File: config.mk
export PLATFORM = sky130hd
export DESIGN_NAME = hole_fit_allocator
export DESIGN_NICKNAME = d
export VERILOG_FILES = /design/src/rtl/hfa_pkg.sv /design/src/rtl/hfa_table.sv /design/src/rtl/hfa_scan.sv /design/src/rtl/hfa_seq.sv /design/src/rtl/hole_fit_allocator.sv
export VERILOG_INCLUDE_DIRS = /design/src /design/src/rtl
export SDC_FILE = /design/constraint.sdc
export NUM_CORES = 1
export LEC_CHECK = 0
export BUFFER_PORTS_ARGS = -buffer_cell sky130_fd_sc_hd__clkbuf_2
export CORE_MARGIN = 2
export CORE_UTILIZATION = 40
export DETAILED_ROUTE_END_ITERATION = 8
export SLEW_MARGIN = 20
export SYNTH_ARGS = -nofsm -noshare
export SYNTH_HDL_FRONTEND = slang
export SYNTH_SLANG_ARGS = --single-unit
File: constraint.sdc
create_clock -name clk -period 12.4 [get_ports clk]
set_clock_uncertainty 0.05 [all_clocks]
set_input_delay 2.48 -clock clk [delete_from_list [all_inputs] [get_ports clk]]
set_output_delay 2.48 -clock clk [all_outputs]
set_load 0.02 [all_outputs]
File: src/rtl/hole_fit_allocator_assert.svh
// assertion macros for the hole fit allocator
`ifndef HOLE_FIT_ALLOCATOR_ASSERT_SVH
`define HOLE_FIT_ALLOCATOR_ASSERT_SVH

`ifndef SYNTHESIS

// same-cycle implication, sampled on clk, off during reset
`define HFA_ASSERT_IMP(label, ante, cons) \
    label: assert property (@(posedge clk) disable iff (!rst_n) (ante) |-> (cons)) \
        else $error("hole_fit_allocator: implication failed");

// next-cycle implication, sampled on clk, off during reset
`define HFA_ASSERT_NXT(label, ante, cons) \
    label: assert property (@(posedge clk) disable iff (!rst_n) (ante) |=> (cons)) \
        else $error("hole_fit_allocator: next-cycle check failed");

`else

`define HFA_ASSERT_IMP(label, ante, cons)
`define HFA_ASSERT_NXT(label, ante, cons)

`endif

`endif

File: src/rtl/hfa_pkg.sv
`default_nettype none

package hfa_pkg;

    // table geometry
    localparam int HOLES     = 16;
    localparam int SIZE_BITS = 16;
    localparam int ADDR_W    = (HOLES > 1) ? $clog2(HOLES) : 1;

    // fixed field widths
    localparam int IDX_BITS   = 4;
    localparam int POLICY_W   = 2;
    localparam int COUNT_W    = 5;
    localparam int CFG_DATA_W = 5;
    localparam int TOTAL_BITS = 20;

    // accumulator wide enough for the unsaturated sum of all entries
    localparam int SUM_RAW = SIZE_BITS + ADDR_W + 1;
    localparam int SUM_W   = (SUM_RAW > TOTAL_BITS) ? SUM_RAW : TOTAL_BITS + 1;

    localparam logic [TOTAL_BITS-1:0] TOTAL_MAX = '1;

    // item commands
    localparam logic CMD_LOAD  = 1'b0;
    localparam logic CMD_ALLOC = 1'b1;

    // register indexes
    localparam logic REG_FIT_POLICY = 1'b0;
    localparam logic REG_HOLE_COUNT = 1'b1;

    // policy codes (anything else behaves as first fit)
    localparam logic [POLICY_W-1:0] POL_FIRST = 2'd0;
    localparam logic [POLICY_W-1:0] POL_BEST  = 2'd1;
    localparam logic [POLICY_W-1:0] POL_WORST = 2'd2;

    localparam logic [COUNT_W-1:0] HOLE_COUNT_RST = 5'd16;

    typedef enum logic [1:0] {
        ST_IDLE,
        ST_SCAN,
        ST_FINISH
    } seq_state_t;

    // sequencer to scan unit
    typedef struct packed {
        logic              clear;
        logic              scan_en;
        logic [ADDR_W-1:0] addr;
    } scan_ctrl_t;

    // scan unit result
    typedef struct packed {
        logic                 found;
        logic [ADDR_W-1:0]    pick;
        logic [SIZE_BITS-1:0] best;
        logic [SUM_W-1:0]     sum;
    } scan_res_t;

endpackage

`default_nettype wire

File: src/rtl/hfa_table.sv
`default_nettype none

module hfa_table (
    input  wire logic                         clk,
    input  wire logic                         rst_n,
    input  wire logic                         we,
    input  wire logic [hfa_pkg::ADDR_W-1:0]    waddr,
    input  wire logic [hfa_pkg::SIZE_BITS-1:0] wdata,
    input  wire logic [hfa_pkg::ADDR_W-1:0]    raddr,
    output logic      [hfa_pkg::SIZE_BITS-1:0] rdata
);
    import hfa_pkg::*;

    logic [SIZE_BITS-1:0] entry_reg [HOLES];

    // hole size entries, cleared on reset
    always_ff @(posedge clk or negedge rst_n)
    begin
        if (!rst_n)
        begin
            for (int i = 0; i < HOLES; i++)
            begin
                entry_reg[i] <= '0;
            end
        end
        else if (we)
        begin
            entry_reg[waddr] <= wdata;
        end
    end

    // single read port for the scan
    assign rdata = entry_reg[raddr];

endmodule

`default_nettype wire

File: src/rtl/hfa_scan.sv
`default_nettype none

module hfa_scan (
    input  wire logic                         clk,
    input  wire logic                         rst_n,
    input  wire hfa_pkg::scan_ctrl_t          ctrl,
    input  wire logic [hfa_pkg::POLICY_W-1:0]  policy,
    input  wire logic [hfa_pkg::SIZE_BITS-1:0] req,
    input  wire logic [hfa_pkg::SIZE_BITS-1:0] entry,
    output hfa_pkg::scan_res_t                res
);
    import hfa_pkg::*;

    logic                 found_reg;
    logic [ADDR_W-1:0]    pick_reg;
    logic [SIZE_BITS-1:0] best_reg;
    logic [SUM_W-1:0]     sum_reg;
    logic                 fits;
    logic                 take;

    // candidate test against the current pick
    always_comb
    begin
        fits = (entry >= req);
        take = fits && (!found_reg
                        || ((policy == POL_BEST) && (entry < best_reg))
                        || ((policy == POL_WORST) && (entry > best_reg)));
    end

    // found flag
    always_ff @(posedge clk or negedge rst_n)
    begin
        if (!rst_n)
        begin
            found_reg <= 1'b0;
        end
        else if (ctrl.clear)
        begin
            found_reg <= 1'b0;
        end
        else if (ctrl.scan_en && take)
        begin
            found_reg <= 1'b1;
        end
    end

    // pick, its size and the running sum
    always_ff @(posedge clk)
    begin
        if (ctrl.clear)
        begin
            sum_reg <= '0;
        end
        else if (ctrl.scan_en)
        begin
            sum_reg <= sum_reg + SUM_W'(entry);
            if (take)
            begin
                pick_reg <= ctrl.addr;
                best_reg <= entry;
            end
        end
    end

    assign res.found = found_reg;
    assign res.pick  = pick_reg;
    assign res.best  = best_reg;
    assign res.sum   = sum_reg;

endmodule

`default_nettype wire

File: src/rtl/hfa_seq.sv
`default_nettype none

module hfa_seq (
    input  wire logic                    clk,
    input  wire logic                    rst_n,
    input  wire logic                    in_fire,
    input  wire logic [hfa_pkg::ADDR_W:0] n_eff,
    input  wire logic                    out_free,
    output logic                         idle,
    output logic                         finish_fire,
    output hfa_pkg::scan_ctrl_t          ctrl
);
    import hfa_pkg::*;

    seq_state_t        state_reg;
    seq_state_t        state_next;
    logic [ADDR_W-1:0] addr_reg;
    logic [ADDR_W-1:0] addr_next;
    logic              last;

    assign last = (({1'b0, addr_reg} + (ADDR_W + 1)'(1)) == n_eff);

    // next state
    always_comb
    begin
        state_next = state_reg;
        unique case (state_reg)
            ST_IDLE:
            begin
                if (in_fire)
                begin
                    state_next = (n_eff == '0) ? ST_FINISH : ST_SCAN;
                end
            end
            ST_SCAN:
            begin
                if (last)
                begin
                    state_next = ST_FINISH;
                end
            end
            ST_FINISH:
            begin
                if (out_free)
                begin
                    state_next = ST_IDLE;
                end
            end
            default:
            begin
                state_next = ST_IDLE;
            end
        endcase
    end

    // scan address
    always_comb
    begin
        addr_next = addr_reg;
        if (in_fire)
        begin
            addr_next = '0;
        end
        else if ((state_reg == ST_SCAN) && !last)
        begin
            addr_next = addr_reg + ADDR_W'(1);
        end
    end

    always_ff @(posedge clk or negedge rst_n)
    begin
        if (!rst_n)
        begin
            state_reg <= ST_IDLE;
            addr_reg  <= '0;
        end
        else
        begin
            state_reg <= state_next;
            addr_reg  <= addr_next;
        end
    end

    // outputs
    always_comb
    begin
        idle         = (state_reg == ST_IDLE);
        finish_fire  = (state_reg == ST_FINISH) && out_free;
        ctrl.clear   = in_fire;
        ctrl.scan_en = (state_reg == ST_SCAN);
        ctrl.addr    = addr_reg;
    end

endmodule

`default_nettype wire

File: src/rtl/hole_fit_allocator.sv
// Hole fit allocator: a 16-entry table of free-hole sizes. A load transaction
// (cmd 0) writes one entry; a request transaction (cmd 1) picks a hole by
// fit_policy (first, best or worst fit, ties to the lowest index) among the
// first hole_count entries and shrinks it by the request. Every transaction
// returns one result with the grant, the hole index, the size before the
// cut and the saturated total of free space over the entries in use. One
// shared compare and add unit walks the table one entry per cycle, and
// in_ready is low for the whole of a transaction. The result sits in an
// output register, so the next transaction can be taken while it waits;
// the closing cycle of that next transaction is held for as long as the
// earlier result is still waiting there.
`default_nettype none

`include "hole_fit_allocator_assert.svh"

module hole_fit_allocator (
    input  wire logic                           clk,
    input  wire logic                           rst_n,
    input  wire logic                           in_valid,
    output logic                                in_ready,
    input  wire logic                           cmd,
    input  wire logic [hfa_pkg::IDX_BITS-1:0]    hole_index,
    input  wire logic [hfa_pkg::SIZE_BITS-1:0]   size_value,
    output logic                                out_valid,
    input  wire logic                           out_ready,
    output logic                                granted,
    output logic      [hfa_pkg::IDX_BITS-1:0]    chosen_index,
    output logic      [hfa_pkg::SIZE_BITS-1:0]   size_before,
    output logic      [hfa_pkg::TOTAL_BITS-1:0]  free_total,
    input  wire logic                           cfg_we,
    input  wire logic                           cfg_index,
    input  wire logic [hfa_pkg::CFG_DATA_W-1:0]  cfg_data
);
    import hfa_pkg::*;

    logic [POLICY_W-1:0]   fit_policy_reg;
    logic [COUNT_W-1:0]    hole_count_reg;
    logic                  cmd_reg;
    logic [IDX_BITS-1:0]   idx_reg;
    logic [SIZE_BITS-1:0]  req_reg;
    logic                  out_valid_reg;
    logic                  granted_reg;
    logic [IDX_BITS-1:0]   chosen_reg;
    logic [SIZE_BITS-1:0]  before_reg;
    logic [TOTAL_BITS-1:0] total_reg;

    logic                  idle;
    logic                  in_fire;
    logic                  out_free;
    logic                  finish_fire;
    logic [ADDR_W:0]       n_eff;
    scan_ctrl_t            ctrl;
    scan_res_t             res;
    logic                  grant;
    logic                  load_we;
    logic                  upd_we;
    logic                  tbl_we;
    logic [ADDR_W-1:0]     tbl_waddr;
    logic [SIZE_BITS-1:0]  tbl_wdata;
    logic [SIZE_BITS-1:0]  entry;
    logic [SUM_W-1:0]      sum_net;
    logic [TOTAL_BITS-1:0] total_next;

    // configuration registers
    always_ff @(posedge clk or negedge rst_n)
    begin
        if (!rst_n)
        begin
            fit_policy_reg <= POL_FIRST;
            hole_count_reg <= HOLE_COUNT_RST;
        end
        else if (cfg_we)
        begin
            unique case (cfg_index)
                REG_FIT_POLICY: fit_policy_reg <= cfg_data[POLICY_W-1:0];
                REG_HOLE_COUNT: hole_count_reg <= cfg_data[COUNT_W-1:0];
                default:        fit_policy_reg <= fit_policy_reg;
            endcase
        end
    end

    // entries in use, capped at the table depth
    assign n_eff = (32'(hole_count_reg) > HOLES) ? (ADDR_W + 1)'(HOLES)
                                                 : (ADDR_W + 1)'(hole_count_reg);

    // handshakes
    assign in_ready = idle;
    assign in_fire  = in_valid && idle;
    assign out_free = !out_valid_reg || out_ready;

    // captured transaction
    always_ff @(posedge clk)
    begin
        if (in_fire)
        begin
            cmd_reg <= cmd;
            idx_reg <= hole_index;
            req_reg <= size_value;
        end
    end

    hfa_seq u_seq (
        .clk         (clk),
        .rst_n       (rst_n),
        .in_fire     (in_fire),
        .n_eff       (n_eff),
        .out_free    (out_free),
        .idle        (idle),
        .finish_fire (finish_fire),
        .ctrl        (ctrl)
    );

    // table write: load at accept, shrink at finish
    assign grant   = (cmd_reg == CMD_ALLOC) && res.found;
    assign load_we = in_fire && (cmd == CMD_LOAD) && (32'(hole_index) < HOLES);
    assign upd_we  = finish_fire && grant;
    assign tbl_we  = load_we || upd_we;

    always_comb
    begin
        if (load_we)
        begin
            tbl_waddr = ADDR_W'(hole_index);
            tbl_wdata = size_value;
        end
        else
        begin
            tbl_waddr = res.pick;
            tbl_wdata = res.best - req_reg;
        end
    end

    hfa_table u_table (
        .clk   (clk),
        .rst_n (rst_n),
        .we    (tbl_we),
        .waddr (tbl_waddr),
        .wdata (tbl_wdata),
        .raddr (ctrl.addr),
        .rdata (entry)
    );

    hfa_scan u_scan (
        .clk    (clk),
        .rst_n  (rst_n),
        .ctrl   (ctrl),
        .policy (fit_policy_reg),
        .req    (req_reg),
        .entry  (entry),
        .res    (res)
    );

    // free total after the cut, saturated
    always_comb
    begin
        sum_net    = grant ? (res.sum - SUM_W'(req_reg)) : res.sum;
        total_next = (sum_net > SUM_W'(TOTAL_MAX)) ? TOTAL_MAX : sum_net[TOTAL_BITS-1:0];
    end

    // output register
    always_ff @(posedge clk or negedge rst_n)
    begin
        if (!rst_n)
        begin
            out_valid_reg <= 1'b0;
        end
        else if (finish_fire)
        begin
            out_valid_reg <= 1'b1;
        end
        else if (out_ready)
        begin
            out_valid_reg <= 1'b0;
        end
    end

    always_ff @(posedge clk)
    begin
        if (finish_fire)
        begin
            granted_reg <= grant;
            before_reg  <= grant ? res.best : '0;
            total_reg   <= total_next;
            if (grant)
            begin
                chosen_reg <= IDX_BITS'(res.pick);
            end
            else if (cmd_reg == CMD_LOAD)
            begin
                chosen_reg <= idx_reg;
            end
            else
            begin
                chosen_reg <= '0;
            end
        end
    end

    assign out_valid    = out_valid_reg;
    assign granted      = granted_reg;
    assign chosen_index = chosen_reg;
    assign size_before  = before_reg;
    assign free_total   = total_reg;

    // checks
    `HFA_ASSERT_NXT(a_busy_after_accept, in_valid && in_ready, !in_ready)
    `HFA_ASSERT_IMP(a_fail_zero_size, out_valid && !granted, size_before == '0)
    `HFA_ASSERT_IMP(a_grant_in_range, out_valid && granted, 5'(chosen_index) < hole_count_reg)

endmodule

`default_nettype wire

Word-level counts from Yosys, hierarchy flattened
Cells that the tools add are included.
Cells by class
  $add $sub $neg: 5
  multiply operators: 0
  div/mod/pow operators: 0
  magnitude comparators: 8
  equal/unequal tests: 8
  shift-type cells: 0
  muxes and demuxes: 23
  bitwise logic cells: 5
  reduce and logical (&&, ||, !) cells: 27
Operators by type and width (number)
  256-bit bitwise mux: 1
  16-bit binary-select mux with 4-bit select: 1
  16-bit demux with 4-bit select: 1
  16-bit two-way mux: 4
  21-bit by 16-bit adder with 21-bit output: 1
  21-bit by 20-bit greater-than comparator with 1-bit output, second input constant: 1
  21-bit two-way mux: 1
  21-bit by 16-bit subtractor with 21-bit output: 1
  4-bit two-way mux: 5
  16-bit greater-or-equal comparator: 1
  16-bit greater-than comparator: 1
  16-bit less-than comparator: 1
  16-bit subtractor: 1
  1-bit logical AND: 11
  5-bit greater-or-equal comparator, second input constant: 2
  4-bit NOT with 5-bit output: 2
  2-bit two-way mux: 4
  2-bit one-hot mux with 3 select lines: 1
  3-bit AND reduction: 2
  2-bit nonzero test: 3
  4-bit by 1-bit adder with 5-bit output, second input constant: 1
  5-bit equality test: 1
  5-bit greater-than comparator, second input constant: 1
  5-bit logical NOT: 1
  other kinds (13): 27
Storage, ports and cells
  flip-flop bits (word level): 374
  bits in latches: 0
  memory bits (writable): 0
  ROM bits: 0
  bits of input ports: 32
  output and inout bits: 43
  logic and storage cells: 108
  memories: 0

Logic depth before layout (Yosys ltp)
Gate-level depths: netlist of the first run.
  word-level depth: 12
  gate-level depth with buffers: 18
  gate-level depth less buffers: 16

Hierarchy
A second synthesis of the first run with hierarchy kept.
Unflattened totals
  cells, all modules: 1544
  area total of the unflattened synthesis: 19691.4 µm²
By module, submodules not included
  hfa_table: instances 1, cells each 712, area an instance 11607.4 µm², seq. area each 6406.1 µm²
  hole_fit_allocator: instances 1, cells each 445, area an instance 4511.8 µm², seq. area each 2063.2 µm²
  hfa_scan: instances 1, cells each 336, area an instance 3109.2 µm², seq. area each 1046.0 µm²
  hfa_seq: instances 1, cells each 51, area an instance 462.9 µm², seq. area each 150.1 µm²

Least setup slack after synthesis of the first run
Ideal clock, no wire load.
  path type: input-to-reg
  from: input port out_ready
  to: register chosen_reg[0], in the netlist chosen_index[0] (enable)
  setup time: 0.439 ns
  arrival time: 4.262 ns
  required time: 11.911 ns
  setup slack: 7.649 ns
  stages: 2
  buffers on the path: 0
  cells stage by stage: nor2b_1 -> nor2_1
On the way
  cells in the longest elaborated chain, start to end: 2
RTL lines
  from (decl): line hole_fit_allocator.sv:25  | input wire logic out_ready,
  1-bit logical OR: line hole_fit_allocator.sv:89  | assign out_free = !out_valid_reg || out_ready;
  1-bit logical AND: line hfa_seq.sv:88  | finish_fire = (state_reg == ST_FINISH) && out_free;
  net finish_fire: line hole_fit_allocator.sv:50  | logic finish_fire;
  to (signal assigned): line hole_fit_allocator.sv:186  | chosen_reg <= IDX_BITS'(res.pick);
  to (signal assigned): line hole_fit_allocator.sv:190  | chosen_reg <= idx_reg;
  to (decl): line hole_fit_allocator.sv:43  | logic [IDX_BITS-1:0] chosen_reg;
The timed path passes the listed nets, and every way through them passes these cells.
A chain may end at the register's enable or synchronous reset.

Worst setup path after layout of the first run
  from: register u_seq.addr_reg[0]
  to: register u_scan.sum_reg[16]
On the way
  cells in the longest elaborated chain, start to end: 5
RTL lines
  from (decl): line hfa_seq.sv:17  | logic [ADDR_W-1:0] addr_reg;
  from (signal assigned): line hfa_seq.sv:80  | addr_reg <= addr_next;
  4-bit NOT with 5-bit output (not written as such): line hfa_table.sv:33  | assign rdata = entry_reg[raddr];
  16-bit binary-select mux with 4-bit select: line hfa_table.sv:33
  16-bit two-way mux (not written as such) (2 in a row): line hfa_table.sv:33
  net entry[0]: line hole_fit_allocator.sv:60  | logic [SIZE_BITS-1:0] entry;
  21-bit by 16-bit adder with 21-bit output: line hfa_scan.sv:56  | sum_reg <= sum_reg + SUM_W'(entry);
  to (signal assigned): line hfa_scan.sv:56
  to (decl): line hfa_scan.sv:17  | logic [SUM_W-1:0] sum_reg;
The timed path passes the listed nets, and every way through them passes these cells. The select of a mux whose other input is x is not followed.

==> summary.md, run 1 <==
| Metric | Value |
|---|---|
| Post-CTS Setup Inserts | 0 |
| CTS Root Cell | clkbuf_16 |
| Initial DRC Count | 931 |
| Crit-path cells | buf_4, buf_4, mux2_2, o21ai_0, a21oi_1, a22oi_1, and2_1, inv_1, ha_1, inv_1, fa_1, nand2b_1, a21oi_1, o41ai_2, a211oi_1, nor3b_1, or4b_1, nand3_1 |
| Share of the cycle needed by the critical path after routing | 46.2% |
| Sequential Power Share | 32.5% |
| FF+latch count, synth | 374 |
| Post-synth ARST share | 72.5% |
| Worst hold path class | reg -> reg |
| Ports | 75 |
| Largest net degree at the start of global routing | 159 |
| H-tree depth | 2 |
| Max FFs per register | 256 |
| EDFF count, synth | 82 |
| Syn. warnings | 0 |
| Delay-heaviest family, CP | buffers and inverters |
| Crit. End Element | flop |
| Initial antenna violation count | 0 |
| Primary FF master, synth | dfrtp_1 |
| CTS tree | done |
| Total power | 6.47 mW |
| DR DRC count | 0 |
| Clock share of power | 19.5% |
| Syn_area_per_cell | 10.7 um^2 |
| Synthesized area | 19700 um^2 |
| Synth Instances | 1837 |
| Fin. max-slew vios | 0 |
| Max cap viols | 0 |
| DIE AREA | 50900 um^2 |
| Worst r2r src | u_seq.addr_reg[0] |
| Switch Pwr | 2.68 mW |
| Port bufs | 74 |
| Grt total ovfl | 0 |
| Most frequent cells in the layout | dfrtp_1 (268), nand2_1 (242), o21ai_0 (178) |
| # diodes | 0 |
| Hold endpoint | u_table.entry_reg[77] |
| GRT Resource Usage Total | 20.2% |
| Vias per cell | 5.44 |
| First-pass GRT wire length | 80000 um |
| Largest fanout on the critical path | 53 |
| CP max stage cell | buf_4 |
| Critical Path Source | u_seq.addr_reg[0] |
| Worst skew pair latency | 0.59 ns |
| Gate power share | 48.0% |
| Die X | 226 um |
| Hold Startpoint | u_table.entry_reg[77] |
| Fmax | 175 MHz |
| Crit-path max cell delay | 0.81 ns |
| Post-synthesis adder-cell area fraction | 5.40% |
| DIE HEIGHT | 226 um |
| Detailed-route wire length per cell | 19.7 um |
| Compound-gate portion of the synthesized area | 15.5% |
| Hold path cells | 2 |
| Routability cong. | 0.862 |
| Commonest non-fill, non-tap cell in the layout | dfrtp_1 |
| Mux contribution to synthesized area | 11.7% |
| Post-cts resize count | 0 |
| Layout area overhead | 11.8% |
| Main combinational cell family by area after synthesis | compound AO/OA/AOI/OAI gates |
| Clock Sinks | 374 |
| Final Setup Violations | 0 |
| Clock Path Buffers | 3 |
| Hold_buf cts | 0 |
| Worst Setup Start Kind | flop |
| CP required | 12.79 ns |
| Worst R2R Path Depth | 18 |
| DPL Wire Length | 33700 um |
| Minimum clock period | 5.73 ns |
| Post-synth cell types | 89 |
| Site Rows | 81 |
| Post-synthesis sequential area ratio | 49.2% |
| Final WL | 50500 um |
| Initial core utilization | 40.3% |
| Simple-gate share of the synthesized area | 12.5% |
| Setup TNS | 0 ns |
| Worst slew margin | 23.4% |
| WP data arrival | 6.12 ns |
| Total Nets Final | 1987 |
| Via count | 14.0k |
| Post-Syn Nets | 1952 |
| Pwr dens | 294 nW/um^2 |
| Final ANT Viol Nets | 0 |
| Reg-to-reg endpoint | u_scan.sum_reg[16] |
| Area of the core | 48700 um^2 |
| Num CTS Buffers | 42 |
| Vias in the first global route | 14.1k |
| Worst-path clk slew | 0.06 ns |
| Xor and xnor area share after synthesis | 1.74% |
| R2R Setup Slk | 6.67 ns |
| Share of cells above drive strength 1 | 17.7% |
| Peak VDD IR | 0.105 mV |
| Lkg Pwr | 9.40 nW |
| DRT Pass-1 Iters | 5 |
| CP Buf/Inv Count | 4 |
| # fillers | 4465 |
| Worst slew pin tran | 1.15 ns |
| Internal Power | 3.78 mW |
| Final hold violation count | 0 |
| Status | finished, final reports clean |
| Critical path class | reg -> reg |
| Switching share of total power | 41.5% |
| RSZ-0062 raised after global routing | no |
==> Yosys cell counts, drive strengths merged, types with 11 or more instances <==
| library cell | n | share of area [%] |
|---|---|---|
| a211oi | 11 | 0.42 |
| a21o | 17 | 0.65 |
| a21oi | 104 | 2.9 |
| a221oi | 16 | 0.71 |
| a22oi | 17 | 0.65 |
| and3 | 12 | 0.38 |
| buf | 60 | 1.9 |
| clkbuf | 49 | 0.94 |
| dfrtp | 270 | 34 |
| dfxtp | 21 | 2.1 |
| edfxtp | 82 | 13 |
| ha | 80 | 5.1 |
| inv | 58 | 1.1 |
| mux2 | 81 | 4.6 |
| mux2i | 67 | 3.4 |
| mux4 | 32 | 3.7 |
| nand2 | 245 | 4.7 |
| nand2b | 20 | 0.67 |
| nand3 | 24 | 0.64 |
| nor2 | 102 | 2.0 |
| nor2b | 16 | 0.51 |
| nor3 | 25 | 0.77 |
| o211ai | 20 | 0.76 |
| o21a | 17 | 0.65 |
| o21ai | 221 | 5.9 |
| xnor2 | 22 | 0.98 |
| xor2 | 17 | 0.76 |
==> metrics by stage <==
stage                     hold WS (ns)  area, um^2  setup slack (ns)  util (%)  instances
after global routing             0.442       22000              6.11      45.1       2569
after CTS                        0.428       21900              6.39      45.0       2568
after floorplan                  0.373       19700              7.65         -       1837
final                            0.425       22000              6.67      45.1       2569
after global placement           0.405       20600              6.58      42.2       2491
after detailed placement         0.414       20600              6.37      42.2       2491
==> cell type report <==
class | count | area, um^2 | share of cell area [%]
inverter | 59 | 226 | 1.03
sequential | 374 | 9670 | 44.0
clock inverter | 13 | 159 | 0.723
timing repair buffer | 100 | 601 | 2.73
multi-input combinational | 1295 | 9280 | 42.2
clock buffer | 64 | 1220 | 5.57
tap | 664 | 831 | 3.78
==> power by group through the flow <==
stage | logic (mW) | registers, mW | clock network (mW)
final | 3.10 | 2.10 | 1.26
after global routing | 3.48 | 2.16 | 1.34
after CTS | 3.09 | 2.10 | 1.29
after detailed placement | 3.08 | 2.12 | 0
after global placement | 3.01 | 2.11 | 0
after floorplan | 2.36 | 2.01 | 0
==> routing by layer <==
layer,vias up,wire length (um),track usage [%]
met3,74,1950,3.07
met5,-,0,0
met1,6906,22800,26.6
met4,0,1130,5.53
met2,266,24600,34.6
li1,6741,-,-
==> worst register-to-register path, delay by kind of cell (launching register included) <==
family | cells | cell delay, ns
flip-flops | 1 | 0.68
adder cells (fa/ha/maj) | 2 | 0.36
multiplexers | 1 | 0.45
AND/OR/NAND/NOR | 5 | 1.34
AO/OA/AOI/OAI | 6 | 1.19
buffers and inverters | 4 | 1.55
==> how the worst max path moves through the flow <==
stage	end	slack, ns	depth (start not counted)
global route	u_scan.sum_reg[16]	6.11	18
CTS	u_scan.pick_reg[3]	6.39	14
finish	u_scan.sum_reg[16]	6.67	18
detailed placement	u_scan.best_reg[2]	6.37	14
floorplan	chosen_index[0]	7.65	2
global placement	u_scan.best_reg[0]	6.58	14
==> logic make-up (layout without fill, tap and decap cells) <==
family | Yosys count | count (layout)
AND/OR/NAND/NOR | 514 | 514
AO/OA/AOI/OAI | 479 | 479
flip-flops | 374 | 374
multiplexers | 180 | 180
buffers and inverters | 168 | 236
adder cells (fa/ha/maj) | 83 | 83
XOR/XNOR | 39 | 39
(Power assumes the default switching activity.)
==> run 2, diff against run 1 <==
- clock period: 12.4 -> 5.5 ns (I/O delays scaled with it)
==> run 2 against run 1 <==
Compared with the run above:
- global-route usage rose by 0.20 points
- non-clock buffer count grew 18
- routed wire length grew 0.62%
- power increased by 130%
- via count is 1.3% higher
- setup slack worse by 5.8 ns
- utilization rose by 0.26 points
- largest power group unchanged
- final cell count is 0.74% higher
==> summary.md, run 2 (synthesis gave the netlist of run 1 again) <==
| Metric | Value |
|---|---|
| Status | finished, final reports clean |
| Worst slew margin | 24.0% |
| Hold_buf cts | 0 |
| Clock Path Buffers | 3 |
| Clock Sinks | 374 |
| DIE AREA | 50900 um^2 |
| Crit-path max cell delay | 0.59 ns |
| # diodes | 0 |
| Crit. End Element | flop |
| Worst hold path class | reg -> reg |
| Ports | 75 |
| Share of the cycle needed by the critical path after routing | 83.6% |
| Largest fanout on the critical path | 21 |
| Total Nets Final | 2005 |
| Initial core utilization | 40.3% |
| Initial DRC Count | 835 |
| Lkg Pwr | 9.49 nW |
| Cell occurring most often along the worst timing path | buf_4 |
| Num CTS Buffers | 42 |
| Vias in the first global route | 14.2k |
| Crit-path cells | buf_4, buf_4, mux2_2, o21ai_0, a21oi_1, a22oi_1, nand2_1, ha_1, nand4_1, a2111oi_0, a211oi_1, o21ai_0, mux2i_1, a21oi_2, buf_4 |
| Worst-path clk slew | 0.06 ns |
| Placed cell areas | 20700 um^2 |
| Minimum clock period | 4.60 ns |
| Pwr dens | 664 nW/um^2 |
| Area of the core | 48700 um^2 |
| Worst slew pin tran | 1.13 ns |
| Die X | 226 um |
| RSZ-0062 raised after global routing | no |
| Max cap viols | 0 |
| Final ANT Viol Nets | 0 |
| Critical path class | reg -> reg |
| DRT Pass-1 Iters | 7 |
| Detailed-route wire length per cell | 19.6 um |
| DIE HEIGHT | 226 um |
| Share of cells above drive strength 1 | 18.2% |
| Peak VDD IR | 0.267 mV |
| First-pass GRT wire length | 80400 um |
| Grt total ovfl | 0 |
| Final Setup Violations | 0 |
| DR DRC count | 0 |
| CP required | 5.69 ns |
| Largest net degree at the start of global routing | 133 |
| Design area | 22100 um^2 |
| CP max stage cell | dfrtp_4 |
| Delay-heaviest family, CP | compound AO/OA/AOI/OAI gates |
| CP Buf/Inv Count | 3 |
| CTS tree | done |
| Post-CTS Setup Inserts | 0 |
| Via count | 14.2k |
| Fin. max-slew vios | 0 |
| Commonest non-fill, non-tap cell in the layout | dfrtp_1 |
| Most frequent cells in the layout | dfrtp_1 (269), nand2_1 (242), o21ai_0 (179) |
| Layout area overhead | 12.5% |
| Setup TNS | 0 ns |
| Site Rows | 81 |
| Fmax | 217 MHz |
| Final hold violation count | 0 |
| Worst skew pair latency | 0.58 ns |
| WP data arrival | 4.79 ns |
| Routability cong. | 0.878 |
| DPL Wire Length | 34900 um |
| H-tree depth | 2 |
| CTS Root Cell | clkbuf_16 |
| Initial antenna violation count | 0 |
| GRT Resource Usage Total | 20.4% |
| Port bufs | 74 |
| Max FFs per register | 256 |
| Vias per cell | 5.48 |
| Final WL | 50800 um |
| Worst Setup Start Kind | flop |
| Post-cts resize count | 0 |
[run 2: cell type report]
cell class	instances	area (um^2)
clock buffers	66	1240
clock inverters	12	130
fillers	4463	26600
inverters	59	226
multi-input cells	1295	9260
flip-flops and latches	374	9670
well taps	664	831
repair buffers	118	761
[run 2: path summary, 6_finish.rpt]
kind	from	endpoint	slack (ns)	depth (start not counted)
hold reg to reg	u_table.entry_reg[201]	u_table.entry_reg[201]	0.43	2
min in group asynchronous	rst_n	u_table.entry_reg[135]	0.48	1
hold / removal	u_table.entry_reg[201]	u_table.entry_reg[201]	0.43	2
max in group asynchronous	rst_n	u_table.entry_reg[33]	3.72	2
setup / recovery	u_seq.addr_reg[0]	u_scan.pick_reg[0]	0.90	15
setup reg to reg	u_seq.addr_reg[0]	u_scan.pick_reg[0]	0.90	15
[run 2: worst reg2reg max path, stage by stage, from the launching register on]
cell and delay [ns]:
dfrtp_4 0.59, buf_4 0.43, buf_4 0.31, mux2_2 0.35
o21ai_0 0.14, a21oi_1 0.07, a22oi_1 0.20, nand2_1 0.23
ha_1 0.39, nand4_1 0.16, a2111oi_0 0.56, a211oi_1 0.10
o21ai_0 0.14, mux2i_1 0.14, a21oi_2 0.14, buf_4 0.28
[run 2: routing by layer]
layer / global-route usage [%] / up-vias / wire length, um
met2: 33.7 / 332 / 24200
met1: 26.8 / 6975 / 22500
li1: - / 6765 / -
met4: 7.31 / 0 / 1730
met5: 0 / - / 0
met3: 3.76 / 103 / 2390
[run 2: where the power goes]
| group | total [mW] | internal [mW] | leakage, nW | switching (mW) |
|---|---|---|---|---|
| Combinational | 7.18 | 2.91 | 4.38 | 4.27 |
| Clock | 2.79 | 1.65 | 0.673 | 1.15 |
| Sequential | 4.71 | 4.02 | 4.43 | 0.691 |
| Total | 14.7 | 8.58 | 9.49 | 6.10 |
[run 2: per-stage QoR]
step,util (%),cells,hold slack (ns),power [mW],setup WS (ns)
global route,45.4,2588,0.452,15.8,0.630
CTS,45.3,2587,0.430,14.7,0.980
floorplan,-,1837,0.373,9.86,1.00
finish,45.4,2588,0.426,14.7,0.900
detailed placement,42.5,2509,0.416,11.8,0.971
global placement,42.5,2509,0.404,11.7,1.14
